$ cat src/sv/ftshr_pkg.sv
package ftshr_pkg;

    // request kinds
    typedef enum logic [1:0] {
        KIND_CAPTURE = 2'd0,
        KIND_DISCARD = 2'd1,
        KIND_QUERY   = 2'd2,
        KIND_CLEAR   = 2'd3
    } t_kind;

    // default ring depth
    localparam int RING_DEPTH_DEF = 32;

    // query frame that selects the newest capture
    localparam logic [15:0] LATEST_FRAME = 16'hFFFF;

endpackage

$ cat src/sv/frame_timestamp_history_ring_top.sv
// frame timestamp history ring
// requests are taken on start while busy is low; kind selects capture,
// discard, query or counter clear, with the other fields as payload
// capture, discard and clear complete in the accepting cycle and leave
// busy low, so they may follow one another in every cycle
// a query raises busy and walks both rings newest first, each entry
// passing a read state (registered memory read), then a compare
// state; both rings are walked side by side, and the query ends once
// both walks are done (a walk ends at its first match or after
// min(entries, RING_DEPTH) entries)
// the result is shown for exactly one cycle with o_valid; the receiver
// cannot stall it, and busy is low again in that cycle
// reset clears the three counters and the ring pointers; ring contents
// are not cleared, and only entries written since the last clear or
// reset are ever searched
module frame_timestamp_history_ring_top #(
    parameter int RING_DEPTH = ftshr_pkg::RING_DEPTH_DEF
) (
    input  logic        i_clk,
    input  logic        i_rst_n,
    input  logic        start,
    output logic        busy,
    input  logic [1:0]  i_kind,
    input  logic [15:0] i_frame_number,
    input  logic [31:0] i_capture_clock,
    input  logic [7:0]  i_discard_mask,
    output logic        o_valid,
    output logic [15:0] o_requested_frame,
    output logic        o_found,
    output logic [15:0] o_match_frame,
    output logic [31:0] o_match_clock,
    output logic [31:0] o_match_sequence,
    output logic [31:0] o_capture_total,
    output logic [31:0] o_discard_total,
    output logic [31:0] o_masked_discard_total,
    output logic        o_discard_hit,
    output logic [7:0]  o_discard_hit_mask
);

    localparam int PW = $clog2(RING_DEPTH);
    localparam int SW = $clog2(RING_DEPTH + 1);
    localparam logic [PW-1:0] LAST_SLOT = PW'(RING_DEPTH - 1);

    typedef struct packed {
        logic [15:0] frame;
        logic [31:0] clock;
        logic [31:0] sequence_cnt;
    } t_cap_entry;

    typedef struct packed {
        logic [15:0] frame;
        logic [7:0]  mask;
    } t_dis_entry;

    typedef enum logic [1:0] {
        ST_IDLE,
        ST_READ,
        ST_CMP,
        ST_FINISH
    } t_state;

    // ring memories
    t_cap_entry cap_mem [RING_DEPTH];
    t_dis_entry dis_mem [RING_DEPTH];

    t_state        r_state;
    logic [31:0]   r_cap_cnt;
    logic [31:0]   r_dis_cnt;
    logic [31:0]   r_mdis_cnt;
    logic [PW-1:0] r_cap_ptr;
    logic [PW-1:0] r_dis_ptr;
    logic [PW-1:0] r_cap_addr;
    logic [PW-1:0] r_dis_addr;
    logic [SW-1:0] r_cap_left;
    logic [SW-1:0] r_dis_left;
    logic          r_cap_done;
    logic          r_dis_done;
    logic          r_valid;
    logic [15:0]   r_qframe;
    logic          r_found;
    t_cap_entry    r_match;
    logic          r_dhit;
    logic [7:0]    r_dmask;
    t_cap_entry    r_cap_rd;
    t_dis_entry    r_dis_rd;

    logic              accept;
    ftshr_pkg::t_kind  kind;
    logic              cap_wr;
    logic              dis_wr;
    t_cap_entry        cap_wdata;
    t_dis_entry        dis_wdata;
    logic [SW-1:0]     cap_span;
    logic [SW-1:0]     dis_span;
    logic              cap_hit;
    logic              dis_hit;
    logic              cap_done_n;
    logic              dis_done_n;

    assign kind   = ftshr_pkg::t_kind'(i_kind);
    assign accept = start && (r_state == ST_IDLE);
    assign cap_wr = accept && (kind == ftshr_pkg::KIND_CAPTURE);
    assign dis_wr = accept && (kind == ftshr_pkg::KIND_DISCARD);

    // write data for new ring entries
    assign cap_wdata = '{frame: i_frame_number, clock: i_capture_clock,
                         sequence_cnt: r_cap_cnt + 32'd1};
    assign dis_wdata = '{frame: i_frame_number, mask: i_discard_mask};

    // searched span is the smaller of counter and depth
    assign cap_span = (r_cap_cnt < 32'(RING_DEPTH)) ? r_cap_cnt[SW-1:0] : SW'(RING_DEPTH);
    assign dis_span = (r_dis_cnt < 32'(RING_DEPTH)) ? r_dis_cnt[SW-1:0] : SW'(RING_DEPTH);

    // compare of the entries read last cycle
    assign cap_hit = (r_qframe == ftshr_pkg::LATEST_FRAME) || (r_cap_rd.frame == r_qframe);
    assign dis_hit = (r_dis_rd.frame == r_qframe);
    assign cap_done_n = r_cap_done || cap_hit || (r_cap_left == SW'(1));
    assign dis_done_n = r_dis_done || dis_hit || (r_dis_left == SW'(1));

    // capture ring memory
    always_ff @(posedge i_clk) begin
        if (cap_wr) begin
            cap_mem[r_cap_ptr] <= cap_wdata;
        end
        if (r_state == ST_READ) begin
            r_cap_rd <= cap_mem[r_cap_addr];
        end
    end

    // discard ring memory
    always_ff @(posedge i_clk) begin
        if (dis_wr) begin
            dis_mem[r_dis_ptr] <= dis_wdata;
        end
        if (r_state == ST_READ) begin
            r_dis_rd <= dis_mem[r_dis_addr];
        end
    end

    // control, counters and result registers
    always_ff @(posedge i_clk) begin
        if (!i_rst_n) begin
            r_state    <= ST_IDLE;
            r_cap_cnt  <= '0;
            r_dis_cnt  <= '0;
            r_mdis_cnt <= '0;
            r_cap_ptr  <= '0;
            r_dis_ptr  <= '0;
            r_cap_done <= 1'b1;
            r_dis_done <= 1'b1;
            r_valid    <= 1'b0;
        end else begin
            r_valid <= (r_state == ST_FINISH);
            unique case (r_state)
                ST_IDLE: begin
                    if (accept) begin
                        unique case (kind)
                            ftshr_pkg::KIND_CAPTURE: begin
                                r_cap_cnt <= r_cap_cnt + 32'd1;
                                r_cap_ptr <= (r_cap_ptr == LAST_SLOT) ? '0 : r_cap_ptr + PW'(1);
                            end
                            ftshr_pkg::KIND_DISCARD: begin
                                r_dis_cnt <= r_dis_cnt + 32'd1;
                                r_dis_ptr <= (r_dis_ptr == LAST_SLOT) ? '0 : r_dis_ptr + PW'(1);
                                if (i_discard_mask != 8'd0) begin
                                    r_mdis_cnt <= r_mdis_cnt + 32'd1;
                                end
                            end
                            ftshr_pkg::KIND_CLEAR: begin
                                r_cap_cnt  <= '0;
                                r_dis_cnt  <= '0;
                                r_mdis_cnt <= '0;
                                r_cap_ptr  <= '0;
                                r_dis_ptr  <= '0;
                            end
                            ftshr_pkg::KIND_QUERY: begin
                                r_qframe   <= i_frame_number;
                                r_found    <= 1'b0;
                                r_match    <= '0;
                                r_dhit     <= 1'b0;
                                r_dmask    <= '0;
                                r_cap_left <= cap_span;
                                r_dis_left <= dis_span;
                                r_cap_done <= (cap_span == '0);
                                r_dis_done <= (dis_span == '0);
                                r_cap_addr <= (r_cap_ptr == '0) ? LAST_SLOT : r_cap_ptr - PW'(1);
                                r_dis_addr <= (r_dis_ptr == '0) ? LAST_SLOT : r_dis_ptr - PW'(1);
                                r_state    <= ST_READ;
                            end
                            default: begin
                            end
                        endcase
                    end
                end
                ST_READ: begin
                    r_state <= ST_CMP;
                end
                ST_CMP: begin
                    // capture ring step
                    if (!r_cap_done) begin
                        if (cap_hit) begin
                            r_found <= 1'b1;
                            r_match <= r_cap_rd;
                        end
                        r_cap_left <= r_cap_left - SW'(1);
                        r_cap_addr <= (r_cap_addr == '0) ? LAST_SLOT : r_cap_addr - PW'(1);
                    end
                    // discard ring step
                    if (!r_dis_done) begin
                        if (dis_hit) begin
                            r_dhit  <= 1'b1;
                            r_dmask <= r_dis_rd.mask;
                        end
                        r_dis_left <= r_dis_left - SW'(1);
                        r_dis_addr <= (r_dis_addr == '0) ? LAST_SLOT : r_dis_addr - PW'(1);
                    end
                    r_cap_done <= cap_done_n;
                    r_dis_done <= dis_done_n;
                    r_state    <= (cap_done_n && dis_done_n) ? ST_FINISH : ST_READ;
                end
                ST_FINISH: begin
                    r_state <= ST_IDLE;
                end
                default: begin
                    r_state <= ST_IDLE;
                end
            endcase
        end
    end

    // outputs
    assign busy                   = (r_state != ST_IDLE);
    assign o_valid                = r_valid;
    assign o_requested_frame      = r_qframe;
    assign o_found                = r_found;
    assign o_match_frame          = r_match.frame;
    assign o_match_clock          = r_match.clock;
    assign o_match_sequence       = r_match.sequence_cnt;
    assign o_capture_total        = r_cap_cnt;
    assign o_discard_total        = r_dis_cnt;
    assign o_masked_discard_total = r_mdis_cnt;
    assign o_discard_hit          = r_dhit;
    assign o_discard_hit_mask     = r_dmask;

endmodule

$ cat config.mk
export PLATFORM = sky130hd
export DESIGN_NAME = frame_timestamp_history_ring_top
export DESIGN_NICKNAME = d
export VERILOG_FILES = /design/src/sv/ftshr_pkg.sv /design/src/sv/frame_timestamp_history_ring_top.sv
export SDC_FILE = /design/constraint.sdc
export NUM_CORES = 2
export LEC_CHECK = 0
export BUFFER_PORTS_ARGS = -buffer_cell sky130_fd_sc_hd__buf_2
export CAP_MARGIN = 0
export CORE_MARGIN = 2
export CORE_UTILIZATION = 54
export DETAILED_ROUTE_END_ITERATION = 12
export PLACE_DENSITY_LB_ADDON = 0.1
export SLEW_MARGIN = 20
export SYNTH_ARGS = -nofsm -noshare
export SYNTH_HDL_FRONTEND = slang
export SYNTH_SLANG_ARGS = --single-unit
export TNS_END_PERCENT = 10
$ cat constraint.sdc
create_clock -name i_clk -period 10.3 [get_ports i_clk]
set_input_delay 2.06 -clock i_clk [delete_from_list [all_inputs] [get_ports i_clk]]
set_output_delay 2.06 -clock i_clk [all_outputs]
set_load 0.02 [all_outputs]
==> summary.md <==
| Metric | Value |
|---|---|
| Max_cap viols | `0` |
| Depth of the worst hold-timing path | `2` |
| Yosys top cell by area | `edfxtp_1` |
| Max IR drop VDD | `0.177 mV` |
| Top FF cell, synth | `edfxtp_1` |
| Reg-to-Reg Start | `r_cap_addr[0]$_DFFE_PP_` |
| R2R depth | `6` |
| Core area | `259000 um^2` |
| WS Path Type | `in2reg` |
| Post-CTS setup buffers | `0` |
| First-pass GRT wire length | `483000 um` |
| Detailed Route WL | `335000 um` |
| RD Place Congestion | `0.796` |
| Routed length per placed instance | `32.5 um` |
| Unrepaired setup endpoints after global routing | `no` |
| DR vias | `66053` |
| Hold Crit Class | `reg2reg` |
| CP startpoint | `start` |
| Worst path arrival time | `5360 ps` |
| Filler Cell Count | `17696` |
| Row cnt | `187` |
| Resize count post-CTS | `0` |
| # port buffers | `264` |
| Multiplexer share of the synthesized area | `17.3%` |
| Pre-CTS setup slack | `4370 ps` |
| Root buf cell | `clkbuf_16` |
| Peak Freq | `0.206 GHz` |
| Worst skew pair latency | `960 ps` |
| P per Cell Area | `190 nW/um^2` |
| Seq/Total Area, Yosys | `77.7%` |
| Post-Syn Nets | `6191` |
| Clock Pin Slew Worst Setup and Hold Paths | `60 ps` |
| Hold buffer count at cts | `0` |
| Htree depth | `5` |
| Mapped Area | `141000 um^2` |
| Initial antenna violation count | `19` |
| Distinct cells, synth | `56` |
| Seq cells post-synth | `3671` |
| Syn Area/Cell | `23.0 um^2` |
| Worst Max-Slew Pin Slew | `1130 ps` |
| Setup Skew | `70.1 ps` |
| Die area | `264000 um^2` |
| Top Ports | `265` |
| CP startpoint kind | `input port` |
| Crit. End Element | `flop` |
| Finish-stage setup viols | `0` |
| Vias/cell | `6.39` |
| Main combinational cell family by area after synthesis | `multiplexers` |
| Synth Area in XOR/XNOR | `0.667%` |
| Final HPWL DP | `184000 um` |
| Final hold vios | `0` |
| TritonCTS clock tree | `built` |
| Die X | `514 um` |
| Clock sinks | `3671` |
| Post-synth EDFFs | `3560` |
| Dpl cell area | `147000 um^2` |
| DR iter-0 viols | `7361` |
| Post-layout instance area | `159000 um^2` |
| Number of global-route vias before repair | `67207` |
| Share of layout cells above drive strength 1 | `31.9%` |
| Nets@finish | `6717` |
| Fin worst setup slack | `5460 ps` |
| Worst reg-to-reg setup slack | `5840 ps` |
| RR Endpoint | `r_cap_rd[27]$_DFFE_PN_` |
| Final TNS setup | `0 ps` |
| Compound-Gate Fraction of Synth Area | `0.809%` |
| Largest net degree at the start of global routing | `131` |
| GRT Overall Usage | `25.5%` |
| Hold path startpoint | `o_masked_discard_total[31]$_SDFFE_PN0P_` |
| Status | `completed` |
| Final Power | `30200 uW` |
| Main area contributors after synthesis | `edfxtp_1 76%, mux4_2 17%, dfxtp_1 1.6%, mux2_2 0.64%, clkbuf_1 0.64%` |
| Post-Synth Adder-Cell Area | `0.223%` |
| Critical Path RT | `10820 ps` |
| Crit path max fanout | `44` |
| Synth-to-Final Area Change | `13.3%` |
| Slew HR | `24.4%` |
| Synth Warn # | `0` |
| Die height | `514 um` |
| Post-route ant nets | `0` |
| Slew Limit Fails | `0` |
| Simple-gate share of the synthesized area | `2.36%` |
| DRT Pass-1 Iters | `6` |
| Min-Delay Endpoint | `o_masked_discard_total[31]$_SDFFE_PN0P_` |
| Post-layout min period | `4840 ps` |
| Period utilisation layout | `47.0%` |
| CTS Buf Count | `385` |
| Initial Util | `54.2%` |
| Clock Path Buffers | `4` |
| Synth Instances | `6105` |
| Asr flop ratio synth | `0%` |
| DRC Markers | `0` |
| Leakage | `0.0519 uW` |
| Total gr overflow | `0` |
| Top cell type's share of synthesized area | `76.1%` |
[worst max-delay path by stage]
| stage | to | cells past startpoint |
|---|---|---|
| 2_1_floorplan | o_found$_DFFE_PP_ | 7 |
| 3_3_place_gp | o_match_clock[12]$_SDFFCE_PN0P_ | 10 |
| 3_5_place_dp | o_match_clock[12]$_SDFFCE_PN0P_ | 10 |
| 4_1_cts | cap_mem[5][75]$_DFFE_PP_ | 7 |
| 5_1_grt | cap_mem[5][66]$_DFFE_PP_ | 7 |
| 6_report | cap_mem[5][66]$_DFFE_PP_ | 7 |
[state kept, by name, summed over array words and instances (netlist names), 2 cells and up]
signal                  cells
o_match_frame              16
o_match_sequence           32
r_dis_ptr                   5
r_cap_left                  6
o_discard_total            32
o_requested_frame          16
r_cap_addr                  5
dis_mem                   768
o_masked_discard_total     32
r_dis_addr                  5
r_cap_ptr                   5
o_capture_total            32
r_cap_rd                   80
r_state                     2
o_match_clock              32
r_dis_left                  6
cap_mem                  2560
o_discard_hit_mask          8
r_dis_rd                   24
[where the power goes]
part / internal [uW] / total, uW / switching, uW
Sequential: 16400 / 16400 / 29.7
Clock: 7670 / 13200 / 5530
Combinational: 201 / 633 / 432
Total: 24200 / 30200 / 5990
[cells by family after synthesis]
family	after synthesis
DFF	3671
AOI/OAI and AO/OA	193
xor gates and xnor gates	107
and+or+nand+nor	642
muxes	1122
adders and majority gates	25
buffers and inverters	345
[critical path: stages]
cell	delay [ps]
buf_2	150
nor3b_1	260
and2_1	390
nand2_1	520
nor2_4	580
buf_4	580
buf_4	750
[cells in the final DEF, fill, tap and decap left out, drive strengths merged, types with 39 or more instances in the layout]
cell / n
nand2: 139
mux4: 1040
nor2: 150
inv: 39
and2: 102
nand3: 41
clkinv: 165
clkbuf: 457
edfxtp: 3560
xnor2: 75
dfxtp: 111
buf: 451
o21ai: 59
a21oi: 75
mux2: 80
nand4: 49
[metal layers]
layer  global-route usage (%)  share of wire [%]  vias to the layer above
met2                     41.2                 49                     2550
li1                         -                  -                    26974
met1                     37.2                 42                    36048
met4                     6.54                2.5                        0
met5                        0                  0                        -
met3                     3.66                6.5                      481
[layout make-up]
class | count | area, um^2 | area share (%)
Clock inverter | 215 | 1890 | 1.19
Timing Repair Buffer | 451 | 2920 | 1.83
Tap cell | 3402 | 4260 | 2.67
Inverter | 33 | 129 | 0.0810
Sequential cell | 3671 | 109000 | 68.6
Multi-Input combinational cell | 2089 | 30900 | 19.4
Clock buffer | 457 | 9970 | 6.26
Antenna cell | 13 | 32.5 | 0.0204
[synthesized netlist by cell type (25+ instances only)]
cell type,count
edfxtp_1,3560
mux4_2,1040
clkbuf_1,239
nor2_1,150
nand2_1,139
dfxtp_1,111
and2_1,102
mux2_2,80
a21oi_1,75
xnor2_1,75
o21ai_0,57
nand4_1,49
buf_2,44
nand3_1,41
or3_1,34
xor2_1,32
inv_1,31
buf_1,29
nor3_1,29
ha_1,25
[stage by stage]
stage	std cells	utilization, %	hold slack (ps)
finish	10331	61.4	488
global route	10323	61.4	519
floorplan	6105	-	489
global placement	9643	56.8	462
detailed placement	9643	56.8	486
CTS	10315	61.4	495
Power figures use the tool's default switching activity.
